### src/rtl/crqh_pkg.sv
`timescale 1ns / 1ps
// ----------------------------------------------------------------------------
// crqh_pkg
// Shared types, register codes and the multiply-sequence table of the
// closest ray/quad hit unit.
// ----------------------------------------------------------------------------
package crqh_pkg;

  localparam int MulAW = 72;
  localparam int MulBW = 56;
  localparam int ProdW = MulAW + MulBW;

  typedef struct packed {
    logic signed [15:0] z;
    logic signed [15:0] y;
    logic signed [15:0] x;
  } vec3_t;

  typedef struct packed {
    logic signed [16:0] z;
    logic signed [16:0] y;
    logic signed [16:0] x;
  } dvec_t;

  typedef struct packed {
    vec3_t origin;
    vec3_t direction;
  } ray_t;

  typedef struct packed {
    logic [47:0] vertex_a;
    logic [47:0] vertex_b;
    logic [47:0] vertex_c;
    logic [47:0] vertex_d;
    logic        last_quad;
  } quad_in_t;

  typedef struct packed {
    logic        hit_found;
    logic [15:0] closest_quad;
    logic [31:0] closest_param;
  } hit_out_t;

  // e[k]: edge vector, w[k]: origin minus edge start, for edges AB, BC, CD, DA
  typedef struct packed {
    dvec_t [3:0] e;
    dvec_t [3:0] w;
    dvec_t       ac;
    logic        last;
  } qent_t;

  typedef enum logic [2:0] {
    REG_ORIGIN_X    = 3'd0,
    REG_ORIGIN_Y    = 3'd1,
    REG_ORIGIN_Z    = 3'd2,
    REG_DIRECTION_X = 3'd3,
    REG_DIRECTION_Y = 3'd4,
    REG_DIRECTION_Z = 3'd5
  } cfg_reg_t;

  localparam logic signed [15:0] DirZReset = 16'sd256;

  localparam logic [4:0] STEP_DEN_LAST   = 5'd11;
  localparam logic [4:0] STEP_EDGE_FIRST = 5'd12;
  localparam logic [4:0] STEP_EDGE_LAST  = 5'd31;

  typedef enum logic [3:0] {
    A_AB0, A_AB1, A_AB2, A_N0, A_N1, A_N2, A_E0, A_E1, A_E2, A_DOT1, A_DOT2
  } asrc_t;

  typedef enum logic [4:0] {
    B_AC0, B_AC1, B_AC2, B_WA0, B_WA1, B_WA2, B_DIR0, B_DIR1, B_DIR2,
    B_W0, B_W1, B_W2, B_C10, B_C11, B_C12, B_C20, B_C21, B_C22, B_DEN, B_NUM
  } bsrc_t;

  typedef enum logic [3:0] {
    D_NONE, D_N0, D_N1, D_N2, D_NUM, D_DEN, D_C10, D_C11, D_C12,
    D_C20, D_C21, D_C22, D_DOT1, D_DOT2
  } dst_t;

  typedef struct packed {
    asrc_t a;
    bsrc_t b;
    logic  clr;
    logic  sub;
    dst_t  dst;
  } uop_t;

  function automatic dvec_t sub3(vec3_t y, vec3_t x);
    dvec_t r;
    r.x = 17'(y.x) - 17'(x.x);
    r.y = 17'(y.y) - 17'(x.y);
    r.z = 17'(y.z) - 17'(x.z);
    return r;
  endfunction

  function automatic uop_t mk(asrc_t a, bsrc_t b, logic clr, logic sub, dst_t dst);
    uop_t u;
    u.a   = a;
    u.b   = b;
    u.clr = clr;
    u.sub = sub;
    u.dst = dst;
    return u;
  endfunction

  // steps 0..11: normal, numerator, denominator; 12..31: one edge test
  function automatic uop_t crqh_uop(logic [4:0] step);
    uop_t u;
    unique case (step)
      5'd0:  u = mk(A_AB1, B_AC2,  1'b1, 1'b0, D_NONE);
      5'd1:  u = mk(A_AB2, B_AC1,  1'b0, 1'b1, D_N0);
      5'd2:  u = mk(A_AB2, B_AC0,  1'b1, 1'b0, D_NONE);
      5'd3:  u = mk(A_AB0, B_AC2,  1'b0, 1'b1, D_N1);
      5'd4:  u = mk(A_AB0, B_AC1,  1'b1, 1'b0, D_NONE);
      5'd5:  u = mk(A_AB1, B_AC0,  1'b0, 1'b1, D_N2);
      5'd6:  u = mk(A_N0,  B_WA0,  1'b1, 1'b1, D_NONE);
      5'd7:  u = mk(A_N1,  B_WA1,  1'b0, 1'b1, D_NONE);
      5'd8:  u = mk(A_N2,  B_WA2,  1'b0, 1'b1, D_NUM);
      5'd9:  u = mk(A_N0,  B_DIR0, 1'b1, 1'b0, D_NONE);
      5'd10: u = mk(A_N1,  B_DIR1, 1'b0, 1'b0, D_NONE);
      5'd11: u = mk(A_N2,  B_DIR2, 1'b0, 1'b0, D_DEN);
      5'd12: u = mk(A_E1,  B_W2,   1'b1, 1'b0, D_NONE);
      5'd13: u = mk(A_E2,  B_W1,   1'b0, 1'b1, D_C10);
      5'd14: u = mk(A_E2,  B_W0,   1'b1, 1'b0, D_NONE);
      5'd15: u = mk(A_E0,  B_W2,   1'b0, 1'b1, D_C11);
      5'd16: u = mk(A_E0,  B_W1,   1'b1, 1'b0, D_NONE);
      5'd17: u = mk(A_E1,  B_W0,   1'b0, 1'b1, D_C12);
      5'd18: u = mk(A_E1,  B_DIR2, 1'b1, 1'b0, D_NONE);
      5'd19: u = mk(A_E2,  B_DIR1, 1'b0, 1'b1, D_C20);
      5'd20: u = mk(A_E2,  B_DIR0, 1'b1, 1'b0, D_NONE);
      5'd21: u = mk(A_E0,  B_DIR2, 1'b0, 1'b1, D_C21);
      5'd22: u = mk(A_E0,  B_DIR1, 1'b1, 1'b0, D_NONE);
      5'd23: u = mk(A_E1,  B_DIR0, 1'b0, 1'b1, D_C22);
      5'd24: u = mk(A_N0,  B_C10,  1'b1, 1'b0, D_NONE);
      5'd25: u = mk(A_N1,  B_C11,  1'b0, 1'b0, D_NONE);
      5'd26: u = mk(A_N2,  B_C12,  1'b0, 1'b0, D_DOT1);
      5'd27: u = mk(A_N0,  B_C20,  1'b1, 1'b0, D_NONE);
      5'd28: u = mk(A_N1,  B_C21,  1'b0, 1'b0, D_NONE);
      5'd29: u = mk(A_N2,  B_C22,  1'b0, 1'b0, D_DOT2);
      5'd30: u = mk(A_DOT1, B_DEN, 1'b1, 1'b0, D_NONE);
      5'd31: u = mk(A_DOT2, B_NUM, 1'b0, 1'b0, D_NONE);
    endcase
    return u;
  endfunction

endpackage

### src/rtl/crqh_mul.sv
`timescale 1ns / 1ps
// ----------------------------------------------------------------------------
// crqh_mul
// Signed multiplier, one byte of the second operand per cycle, MSB first.
// ----------------------------------------------------------------------------
module crqh_mul
  import crqh_pkg::*;
(
  input  logic                    clk,
  input  logic                    rst_n,
  input  logic                    start,
  input  logic signed [MulAW-1:0] a,
  input  logic signed [MulBW-1:0] b,
  output logic                    done,
  output logic [ProdW-1:0]        p
);

  localparam int DigW   = 8;
  localparam int Digits = MulBW / DigW;
  localparam int CntW   = $clog2(Digits);
  localparam logic [CntW-1:0] CntLast = CntW'(Digits - 1);

  logic signed [MulAW-1:0]      a_r;
  logic [MulBW-1:0]             b_r;
  logic [CntW-1:0]              cnt_r;
  logic                         busy_r, done_r;
  logic [ProdW-1:0]             acc_r;
  logic signed [DigW:0]         dig;
  logic signed [MulAW+DigW:0]   pp;

  // top byte carries the sign, the rest are unsigned
  assign dig = (cnt_r == '0) ? {b_r[MulBW-1], b_r[MulBW-1 -: DigW]}
                             : {1'b0, b_r[MulBW-1 -: DigW]};
  assign pp  = a_r * dig;

  always_ff @(posedge clk) begin
    if (!rst_n) begin
      busy_r <= 1'b0;
      done_r <= 1'b0;
    end else begin
      done_r <= busy_r && (cnt_r == CntLast);
      if (start) begin
        busy_r <= 1'b1;
      end else if (busy_r && (cnt_r == CntLast)) begin
        busy_r <= 1'b0;
      end
    end
  end

  always_ff @(posedge clk) begin
    if (start) begin
      a_r   <= a;
      b_r   <= b;
      cnt_r <= '0;
      acc_r <= '0;
    end else if (busy_r) begin
      acc_r <= {acc_r[ProdW-DigW-1:0], {DigW{1'b0}}} + ProdW'(pp);
      b_r   <= b_r << DigW;
      cnt_r <= cnt_r + 1'b1;
    end
  end

  assign done = done_r;
  assign p    = acc_r;

endmodule

### src/rtl/crqh_div.sv
`timescale 1ns / 1ps
// ----------------------------------------------------------------------------
// crqh_div
// |num| / |den| as unsigned Q16.16, saturating; restoring, one bit per cycle.
// ----------------------------------------------------------------------------
module crqh_div
  import crqh_pkg::*;
(
  input  logic               clk,
  input  logic               rst_n,
  input  logic               start,
  input  logic signed [53:0] num,
  input  logic signed [52:0] den,
  output logic               done,
  output logic [31:0]        q
);

  typedef enum logic [2:0] {
    DV_IDLE = 3'b001,
    DV_CHK  = 3'b010,
    DV_RUN  = 3'b100
  } dstate_t;

  dstate_t     state_r;
  logic [53:0] an_r;
  logic [52:0] ad_r;
  logic [52:0] rem_r;
  logic [31:0] low_r, q_r;
  logic [4:0]  cnt_r;
  logic        done_r;
  logic [53:0] trial, diff;
  logic        ge, sat;

  assign trial = {rem_r, low_r[31]};
  assign ge    = (trial >= {1'b0, ad_r});
  assign diff  = trial - {1'b0, ad_r};
  assign sat   = ({16'h0, an_r} >= {1'b0, ad_r, 16'h0});

  always_ff @(posedge clk) begin
    if (!rst_n) begin
      state_r <= DV_IDLE;
      done_r  <= 1'b0;
    end else begin
      done_r <= 1'b0;
      unique case (state_r)
        DV_IDLE: if (start) state_r <= DV_CHK;
        DV_CHK: begin
          if (sat) begin
            state_r <= DV_IDLE;
            done_r  <= 1'b1;
          end else begin
            state_r <= DV_RUN;
          end
        end
        DV_RUN: begin
          if (cnt_r == 5'd31) begin
            state_r <= DV_IDLE;
            done_r  <= 1'b1;
          end
        end
        default: state_r <= DV_IDLE;
      endcase
    end
  end

  always_ff @(posedge clk) begin
    if (state_r == DV_IDLE && start) begin
      an_r <= num[53] ? 54'(-num) : 54'(num);
      ad_r <= den[52] ? 53'(-den) : 53'(den);
    end
    if (state_r == DV_CHK) begin
      q_r   <= '1;
      rem_r <= 53'(an_r[53:16]);
      low_r <= {an_r[15:0], 16'h0};
      cnt_r <= '0;
    end
    if (state_r == DV_RUN) begin
      rem_r <= ge ? 53'(diff) : 53'(trial);
      q_r   <= {q_r[30:0], ge};
      low_r <= low_r << 1;
      cnt_r <= cnt_r + 5'd1;
    end
  end

  assign done = done_r;
  assign q    = q_r;

  a_start_idle: assert property (@(posedge clk) disable iff (!rst_n)
    start |-> state_r == DV_IDLE)
    else $error("divide started while busy");

  a_run_nonzero: assert property (@(posedge clk) disable iff (!rst_n)
    state_r == DV_RUN |-> ad_r != '0)
    else $error("divide running with zero divisor");

endmodule

### src/rtl/crqh_back.sv
`timescale 1ns / 1ps
// ----------------------------------------------------------------------------
// crqh_back
// Test sequencer: runs the multiply table per quad, checks the edges,
// divides for the hit parameter and keeps the running nearest hit.
// ----------------------------------------------------------------------------
module crqh_back
  import crqh_pkg::*;
#(
  parameter int MAX_QUADS = 65536
) (
  input  logic     clk,
  input  logic     rst_n,
  input  ray_t     ray,
  input  logic     q_valid,
  input  qent_t    q_head,
  output logic     q_pop,
  output logic     out_valid,
  input  logic     out_stall,
  output hit_out_t out_data
);

  localparam logic [15:0] CntLast = 16'(MAX_QUADS - 1);

  typedef enum logic [5:0] {
    S_IDLE   = 6'b000001,
    S_ISSUE  = 6'b000010,
    S_WAIT   = 6'b000100,
    S_CHECK  = 6'b001000,
    S_DIV    = 6'b010000,
    S_FINISH = 6'b100000
  } state_t;

  state_t state_r, state_nxt;

  logic [4:0]         step_r;
  logic [1:0]         side_r;
  logic [ProdW-1:0]   sum_r, sum_acc, prod, base;
  logic signed [34:0] n0_r, n1_r, n2_r, c10_r, c11_r, c12_r;
  logic signed [33:0] c20_r, c21_r, c22_r;
  logic signed [53:0] num_r;
  logic signed [52:0] den_r;
  logic signed [71:0] dot1_r;
  logic signed [70:0] dot2_r;
  logic               hit_r;
  logic [31:0]        q_r;
  logic [15:0]        cnt_r, bestq_r;
  logic [31:0]        best_r;
  logic               any_r;
  logic               out_valid_r;
  hit_out_t           out_data_r;

  uop_t                    uop;
  dvec_t                   cur_e, cur_w, ab, wa;
  logic signed [MulAW-1:0] op_a;
  logic signed [MulBW-1:0] op_b;
  logic                    mul_start, mul_done, div_start, div_done;
  logic [31:0]             div_q;
  logic                    edge_pass, out_free, upd, fin_any;
  logic [15:0]             fin_quad;
  logic [31:0]             fin_param;

  assign uop   = crqh_uop(step_r);
  assign cur_e = q_head.e[side_r];
  assign cur_w = q_head.w[side_r];
  assign ab    = q_head.e[0];
  assign wa    = q_head.w[0];

  always_comb begin
    unique case (uop.a)
      A_AB0:   op_a = MulAW'(ab.x);
      A_AB1:   op_a = MulAW'(ab.y);
      A_AB2:   op_a = MulAW'(ab.z);
      A_N0:    op_a = MulAW'(n0_r);
      A_N1:    op_a = MulAW'(n1_r);
      A_N2:    op_a = MulAW'(n2_r);
      A_E0:    op_a = MulAW'(cur_e.x);
      A_E1:    op_a = MulAW'(cur_e.y);
      A_E2:    op_a = MulAW'(cur_e.z);
      A_DOT1:  op_a = dot1_r;
      A_DOT2:  op_a = MulAW'(dot2_r);
      default: op_a = '0;
    endcase
  end

  always_comb begin
    unique case (uop.b)
      B_AC0:   op_b = MulBW'(q_head.ac.x);
      B_AC1:   op_b = MulBW'(q_head.ac.y);
      B_AC2:   op_b = MulBW'(q_head.ac.z);
      B_WA0:   op_b = MulBW'(wa.x);
      B_WA1:   op_b = MulBW'(wa.y);
      B_WA2:   op_b = MulBW'(wa.z);
      B_DIR0:  op_b = MulBW'(ray.direction.x);
      B_DIR1:  op_b = MulBW'(ray.direction.y);
      B_DIR2:  op_b = MulBW'(ray.direction.z);
      B_W0:    op_b = MulBW'(cur_w.x);
      B_W1:    op_b = MulBW'(cur_w.y);
      B_W2:    op_b = MulBW'(cur_w.z);
      B_C10:   op_b = MulBW'(c10_r);
      B_C11:   op_b = MulBW'(c11_r);
      B_C12:   op_b = MulBW'(c12_r);
      B_C20:   op_b = MulBW'(c20_r);
      B_C21:   op_b = MulBW'(c21_r);
      B_C22:   op_b = MulBW'(c22_r);
      B_DEN:   op_b = MulBW'(den_r);
      B_NUM:   op_b = MulBW'(num_r);
      default: op_b = '0;
    endcase
  end

  assign mul_start = (state_r == S_ISSUE);

  crqh_mul u_mul (
    .clk   (clk),
    .rst_n (rst_n),
    .start (mul_start),
    .a     (op_a),
    .b     (op_b),
    .done  (mul_done),
    .p     (prod)
  );

  assign base    = uop.clr ? '0 : sum_r;
  assign sum_acc = uop.sub ? base - prod : base + prod;

  // sign of den * edge test value; zero counts as inside
  assign edge_pass = den_r[52] ? (sum_r[ProdW-1] || (sum_r == '0)) : !sum_r[ProdW-1];

  assign div_start = (state_r == S_CHECK) && (step_r == STEP_EDGE_LAST) && edge_pass
                     && (&side_r);

  crqh_div u_div (
    .clk   (clk),
    .rst_n (rst_n),
    .start (div_start),
    .num   (num_r),
    .den   (den_r),
    .done  (div_done),
    .q     (div_q)
  );

  assign out_free  = !out_valid_r || !out_stall;
  assign q_pop     = (state_r == S_FINISH) && (!q_head.last || out_free);
  assign upd       = hit_r && (!any_r || (q_r < best_r));
  assign fin_any   = any_r || upd;
  assign fin_quad  = upd ? cnt_r : bestq_r;
  assign fin_param = upd ? q_r : best_r;

  always_comb begin
    state_nxt = state_r;
    unique case (state_r)
      S_IDLE:  if (q_valid) state_nxt = S_ISSUE;
      S_ISSUE: state_nxt = S_WAIT;
      S_WAIT: begin
        if (mul_done) begin
          if (step_r == STEP_DEN_LAST || step_r == STEP_EDGE_LAST) begin
            state_nxt = S_CHECK;
          end else begin
            state_nxt = S_ISSUE;
          end
        end
      end
      S_CHECK: begin
        priority if (step_r == STEP_DEN_LAST) begin
          state_nxt = (den_r == '0) ? S_FINISH : S_ISSUE;
        end else if (!edge_pass) begin
          state_nxt = S_FINISH;
        end else if (&side_r) begin
          state_nxt = S_DIV;
        end else begin
          state_nxt = S_ISSUE;
        end
      end
      S_DIV:    if (div_done) state_nxt = S_FINISH;
      S_FINISH: if (q_pop) state_nxt = S_IDLE;
      default:  state_nxt = S_IDLE;
    endcase
  end

  always_ff @(posedge clk) begin
    if (!rst_n) begin
      state_r     <= S_IDLE;
      out_valid_r <= 1'b0;
      cnt_r       <= '0;
      best_r      <= '1;
      bestq_r     <= '0;
      any_r       <= 1'b0;
    end else begin
      state_r <= state_nxt;
      if (q_pop && q_head.last) begin
        out_valid_r <= 1'b1;
      end else if (out_valid_r && !out_stall) begin
        out_valid_r <= 1'b0;
      end
      if (q_pop) begin
        if (q_head.last) begin
          cnt_r       <= '0;
          best_r      <= '1;
          bestq_r     <= '0;
          any_r       <= 1'b0;
        end else begin
          cnt_r <= (cnt_r == CntLast) ? '0 : cnt_r + 16'd1;
          if (upd) begin
            any_r   <= 1'b1;
            best_r  <= q_r;
            bestq_r <= cnt_r;
          end
        end
      end
    end
  end

  always_ff @(posedge clk) begin
    if (q_pop && q_head.last) begin
      out_data_r.hit_found     <= fin_any;
      out_data_r.closest_quad  <= fin_any ? fin_quad : '0;
      out_data_r.closest_param <= fin_any ? fin_param : '0;
    end
  end

  always_ff @(posedge clk) begin
    if (state_r == S_IDLE) begin
      step_r <= '0;
      side_r <= '0;
    end
    if (state_r == S_WAIT && mul_done) begin
      sum_r <= sum_acc;
      if (step_r != STEP_DEN_LAST && step_r != STEP_EDGE_LAST) step_r <= step_r + 5'd1;
      unique case (uop.dst)
        D_N0:    n0_r   <= 35'(sum_acc);
        D_N1:    n1_r   <= 35'(sum_acc);
        D_N2:    n2_r   <= 35'(sum_acc);
        D_NUM:   num_r  <= 54'(sum_acc);
        D_DEN:   den_r  <= 53'(sum_acc);
        D_C10:   c10_r  <= 35'(sum_acc);
        D_C11:   c11_r  <= 35'(sum_acc);
        D_C12:   c12_r  <= 35'(sum_acc);
        D_C20:   c20_r  <= 34'(sum_acc);
        D_C21:   c21_r  <= 34'(sum_acc);
        D_C22:   c22_r  <= 34'(sum_acc);
        D_DOT1:  dot1_r <= 72'(sum_acc);
        D_DOT2:  dot2_r <= 71'(sum_acc);
        default: ;
      endcase
    end
    if (state_r == S_CHECK) begin
      hit_r  <= 1'b0;
      step_r <= STEP_EDGE_FIRST;
      if (step_r == STEP_EDGE_LAST) side_r <= side_r + 2'd1;
    end
    if (state_r == S_DIV && div_done) begin
      hit_r <= 1'b1;
      q_r   <= div_q;
    end
  end

  assign out_valid = out_valid_r;
  assign out_data  = out_data_r;

  a_pop_finish: assert property (@(posedge clk) disable iff (!rst_n)
    q_pop |-> state_r == S_FINISH && q_valid)
    else $error("queue popped outside finish");

  a_issue_has_item: assert property (@(posedge clk) disable iff (!rst_n)
    state_r == S_ISSUE |-> q_valid)
    else $error("multiply issued without an item");

  a_no_overwrite: assert property (@(posedge clk) disable iff (!rst_n)
    q_pop && q_head.last |-> !(out_valid_r && out_stall))
    else $error("pending result overwritten");

  a_clear_after_last: assert property (@(posedge clk) disable iff (!rst_n)
    q_pop && q_head.last |=> !any_r && cnt_r == '0 && out_valid_r)
    else $error("state not cleared after mesh end");

endmodule

### config.mk
export PLATFORM = sky130hd
export DESIGN_NAME = crqh_back
export DESIGN_NICKNAME = d
export VERILOG_FILES = /design/src/rtl/crqh_pkg.sv /design/src/rtl/crqh_mul.sv /design/src/rtl/crqh_div.sv /design/src/rtl/crqh_back.sv
export SDC_FILE = /design/constraint.sdc
export NUM_CORES = 2
export LEC_CHECK = 0
export BUFFER_PORTS_ARGS = -buffer_cell sky130_fd_sc_hd__buf_2
export CORE_ASPECT_RATIO = 2
export CORE_MARGIN = 3
export CORE_UTILIZATION = 55
export DETAILED_ROUTE_END_ITERATION = 16
export PLACE_DENSITY = 0.83
export SLEW_MARGIN = 5
export SYNTH_ARGS = -nofsm -noshare
export SYNTH_HDL_FRONTEND = slang
export SYNTH_HIERARCHICAL = 1
export SYNTH_SLANG_ARGS = --single-unit
### constraint.sdc
create_clock -name clk -period 13.9 [get_ports clk]
set_input_delay 2.78 -clock clk [delete_from_list [all_inputs] [get_ports clk]]
set_output_delay 2.78 -clock clk [all_outputs]
set_load 0.005 [all_outputs]
# Word level (Yosys, flattened, before mapping)
# Memories as Yosys holds them, arrays and structs flattened. A register that Yosys moved wholly into a read port is not among the register bits.
# Cells that the tools add are included.
word_totals:
  mem_count: 1
  in_bits: 560
  ff_bits: 1329
  mem_bits_ro: 480
memory_table:
  columns: ["name", "words", "width", "rd", "rd_ports_with_merged_regs", "write_ports", "line_no", "source"]
  rows:
  - ["(name not given)", 32, 15, 1, 1, 0, "crqh_pkg.sv:110", "unique case (step)"]
classes:
  order_cmp: 4
  n_reduce_logical: 50
  n_mux: 59
  multipliers: 1
  addsub: 11
  n_eq_ne: 64
op_table:
  columns: ["cell", "count"]
  rows:
  - ["case mux 56 bit (20 select lines)", 1]
  - ["case mux 72 bit (11 select lines)", 1]
  - ["adder 128 bit", 2]
  - ["2-to-1 mux 128 bit", 2]
  - ["2-to-1 mux 53 bit", 4]
  - ["binary-select mux 51 bit (select 2 bit)", 2]
  - ["2-to-1 mux 32 bit", 6]
  - ["logical NOT 128 bit", 1]
  - ["subtractor 128 bit", 1]
  - ["2-to-1 mux 56 bit", 2]
  - ["2-to-1 mux 51 bit", 2]
  - ["multiplier 72 x 9 -> 81 bit", 1]
  - ["greater-or-equal comparator 54 x 69 -> 1 bit", 1]
  - ["2-to-1 mux 16 bit", 4]
  - ["greater-or-equal comparator 54 x 53 -> 1 bit", 1]
  - ["negation 54 bit", 1]
  - ["logical NOT 53 bit", 1]
  - ["negation 53 bit", 1]
  - ["subtractor 53 bit", 1]
  - ["2-to-1 mux 52 bit", 1]
  - ["== test 5 x 4 -> 1 bit, second input constant", 9]
  - ["2-to-1 mux 6 bit", 7]
  - ["== test 4 bit, second input constant", 9]
  - ["case mux 6 bit (6 select lines)", 1]
  - ["44 further kinds", 127]

# Logic depth before layout (Yosys ltp)
depth:
  ltp_word: 7
  mapped_depth: 39

# Cells and area by module
# The synthesis kept the hierarchy.
modules_own_cells:
  columns: ["mod", "area_per_inst_um2", "seq_area_each_um2", "n_inst", "cells_per_inst"]
  rows:
  - ["crqh_back", 49354.8, 25054.0, 1, 4460]
  - ["crqh_mul", 38257.9, 6506.2, 1, 4364]
  - ["crqh_div", 14596.5, 6476.2, 1, 1450]

# Least setup slack after synthesis
# No wires, ideal clock.
synth_timing:
  path_kind: "register to register"
  start: "register, netlist name state_r[0]"
  end: "register n1_r[0] (enable)"
  period_less_slack_ps: 10652
  arrival_ps: 10137
  n_path_buf: 1
  slack_ps: 3248
  required_time_ps: 13385
  stages_incl_launch_ff: 6
  cell_sequence: "dfxtp_1 -> clkbuf_1 -> or4b_2 -> nor3_2 -> nand2_1 -> nor4_1"
synth_lines:
  columns: ["item", "line_no", "source"]
  rows:
  - ["to (signal assigned)", "crqh_back.sv:232", "D_N1: n1_r <= 35'(sum_acc);"]
  - ["to (decl)", "crqh_back.sv:39", "logic signed [34:0] n0_r, n1_r, n2_r, c10_r, c11_r, c12_r;"]

# Worst setup path in the final report
layout_timing:
  start: "register u_mul.b_r[48]"
  end: "register u_mul.acc_r[122] (netlist: u_mul/p[122])"
layout_between:
  elab_chain_len: 3
layout_rtl:
  columns: ["item", "line_no", "source"]
  rows:
  - ["from (decl)", "crqh_mul.sv:24", "logic [MulBW-1:0] b_r;"]
  - ["from (signal assigned)", "crqh_mul.sv:58", "b_r <= b_r << DigW;"]
  - ["2-to-1 mux 9 bit", "crqh_mul.sv:32", "assign dig = (cnt_r == '0) ? {b_r[MulBW-1], b_r[MulBW-1 -: DigW]}"]
  - ["multiplier 72 x 9 -> 81 bit", "crqh_mul.sv:34", "assign pp = a_r * dig;"]
  - ["adder 128 bit", "crqh_mul.sv:57", "acc_r <= {acc_r[ProdW-DigW-1:0], {DigW{1'b0}}} + ProdW'(pp);"]
  - ["to (signal assigned)", "crqh_mul.sv:57", null]
  - ["to (decl)", "crqh_mul.sv:27", "logic [ProdW-1:0] acc_r;"]
# Every way passes these cells.
# A chain may end at the register's enable or synchronous reset.

==> metrics <==
outcome=complete, but fails checks; failing checks=max-capacitance violations, max-slew violations; non-filler instance count after layout=approximately 13,000; largest net degree at the start of global routing=134; min Tclk post-route=12.09 ns; worst clock skew=0.0557 ns; Port Buffers=562; relative slew slack=-1.11%; Row Count=223; Die Wd=311 µm; initial antenna violation count=43; CTS tree=built; Max Cap Viol=1; CTS Sinks=about 1,300; most frequent cells in the layout=1,112 x edfxtp_1, 885 x nand2_1, 805 x inv_1, 643 x a21oi_1, 631 x nor2_1; CTS buffer count=118; critical path class=flip-flop to flip-flop; H-tree Lvls=3; hold crit path type=flip-flop to flip-flop; DR iter-0 viols=9,249; Post-route DRC=0; Tcrit/Tclk final=86.9%; detailed-route via count=a little under 90,000; WL/cell=29.3 µm; Net Count, Synth=approximately 12,000; RSZ-0062 raised after global routing=no; max-slew violations=4; Hold EP=q_r[11]$_DFFE_PP_; Cells after Synth=around 10,000; vias in the first global route=90,100; Total Routing Usage GR=39.2%; Die Area=191,000 µm²; Mapped Avg Cell Area=9.95 µm²; PostCTS Resize Cnt=0; Core ar.=roughly 180,000 µm²; commonest non-fill, non-tap cell in the layout=edfxtp_1; Setup TNS=0 ns; slew of the pin with the lowest slew margin=1.51 ns; #FFs+latches synth=1,344; Crit-path slowest cell=a2111oi_2; Crit Path Max Fanout=41; Cell Area, Synth=a little over 100,000 µm²; Skew-Pair Late Insertion Delay=0.79 ns; Critical Path Source=u_mul/b_r[48]$_DFFE_PP_; startpoint types=flip-flop; Post-synth EDFFs=1,112; Yosys top cell area share=32.7%; CTS Buffer Depth=3; FFs w/ async S/R, synth=0%; area added between synthesis and finish=9.48%; Req. time, crit path=14.58 ns; hold_buf cts=0; Pre-antenna DRT Iters=6; YS warnings=6; Achievable Freq=82.7 MHz; Die H=616 µm; first-pass GRT wire length=roughly 560,000 µm; Hold Startpoint=u_div/q[11]$_SDFFCE_PN1P_; fill count=15,100; RR Startpoint=u_mul/b_r[48]$_DFFE_PP_; drt total wl=between 300,000 and 400,000 µm; register area share after synthesis=37.2%; RD Place Congestion=1.10; internal reg-to-reg setup slack=1.81 ns; Setup crit end kind=flip-flop; dpl cells=12,900; Hold Slack=0.442 ns; Final nets=12,200; Vias per Instance=roughly 6.7; layout cells sized above 1=around 12%; Most used DFF post-synth=edfxtp_1; ANT nets after route=0; Overflow after GRT=0; initial core utilization=55.3%; Post-CTS Setup Inserts=0; placed wire-length estimate=295,000 µm; Unique masters post-synth=122; CP dominant cell by count=fa_1; FF-to-FF End=u_mul/p[122]$_SDFFE_PP0P_; Synth area leader=edfxtp_1; hold path cells=0; final setup vio count=0; crit path DAT=12.76 ns; root buffer cell=clkbuf_16; top cells by area, synth=edfxtp_1 33%, fa_1 10%, ha_1 6.9%, dfxtp_1 4.5%, xnor2_1 3.6%; CP peak stage delay=1.24 ns; Fin. Hold Viols=0; IO Pins=about 600; Register-to-Register Path Depth=31; Clock transition at path regs=0.08 ns
[how the worst max path moves through the flow]
stage,to,slack [ns],cells past startpoint
6_report,u_mul/p[122]$_SDFFE_PP0P_,1.81,31
5_1_grt,u_mul/p[127]$_SDFFE_PP0P_,1.76,33
4_1_cts,u_mul/p[127]$_SDFFE_PP0P_,2.23,34
3_5_place_dp,u_mul/p[127]$_SDFFE_PP0P_,2.31,34
3_3_place_gp,u_mul/p[127]$_SDFFE_PP0P_,2.53,32
2_1_floorplan,n1_r[0]$_DFFE_PP_,3.25,5
[per-layer routing]
| layer | global-route usage [%] | wire length [µm] | up-vias |
|---|---|---|---|
| met3 | 7.68 | 30700 | 1800 |
| met5 | 0 | 61 | - |
| met1 | 38.1 | 117000 | 42800 |
| met2 | 69.6 | 194000 | 5246 |
| li1 | - | - | 37800 |
| met4 | 36.3 | 43600 | 10 |
[stage by stage]
stage                     utilization, %  setup slack (ns)  instance area, µm²
after detailed placement            58.2              2.31              108000
final                               60.6              1.81              112000
after floorplan                        -              3.25              102000
after global routing                60.6              1.76              112000
after CTS                           60.5              2.23              112000
after global placement              58.2              2.53              108000
[cell usage after synthesis (22+ instances only)]
master and count:
a211oi_1 44, a21boi_0 24, a21o_1 227, a21oi_1 643, a221o_1 67, a221oi_1 85
a222oi_1 54, a22o_1 69, a22oi_1 144, a31oi_1 89, and2_1 384, and3_1 60
and4_1 22, buf_1 40, clkbuf_1 483, dfxtp_1 232, edfxtp_1 1112, fa_1 514
ha_1 562, inv_1 806, mux2_2 48, mux2i_1 137, mux4_2 102, nand2_1 888
nand2b_1 78, nand3_1 215, nand4_1 239, nand4b_1 25, nor2_1 661, nor2b_1 190
nor3_1 148, nor4_1 136, o2111ai_1 24, o211ai_1 82, o21a_1 50, o21ai_0 432
o21bai_1 98, o31ai_1 65, o41ai_1 23, or2_2 27, or3_1 50, or4_1 35
xnor2_1 425, xor2_1 157
[final cells by class]
class | instances | area [µm²] | area share, %
Tap cell | 2475 | 3100 | 2.77
Sequential cell | 1344 | 38100 | 34.0
Clock buffer | 143 | 3180 | 2.84
Multi-Input combinational cell | 7577 | 59400 | 53.1
Clock inverter | 82 | 1050 | 0.935
Timing Repair Buffer | 705 | 3980 | 3.55
Inverter | 810 | 3040 | 2.72
Antenna cell | 24 | 60.1 | 0.0537
[logic make-up after synthesis]
group | Yosys count | synth area share [%]
AOI/OAI and AO/OA | 2384 | 15.6
DFF | 1344 | 37.2
muxes | 287 | 4.12
xor gates and xnor gates | 584 | 5.03
adders and majority gates | 1076 | 16.9
buffers and inverters | 1353 | 5.01
and+or+nand+nor | 3246 | 16.1
[critical path, delay by kind of cell (launching register included)]
kind | cells | cell delay [ns]
adders and majority gates | 7 | 3.09
and+or+nand+nor | 5 | 1.69
DFF | 1 | 0.81
buffers and inverters | 7 | 1.45
xor gates and xnor gates | 1 | 0.54
AOI/OAI and AO/OA | 11 | 4.30
[sequential cells by signal (all words and copies together), names as in the netlist, 49 cells and up]
register,cells
den_r,53
dot1_r,72
dot2_r,71
num_r,54
out_data,49
sum_r,128
u_div/ad_r,53
u_div/an_r,54
u_div/rem_r,53
u_mul/a_r,72
u_mul/b_r,56
u_mul/p,128
Power is left out: the tool's default activity adds up to more than one toggle a clock period on the data nets, which glitch-free logic cannot reach.
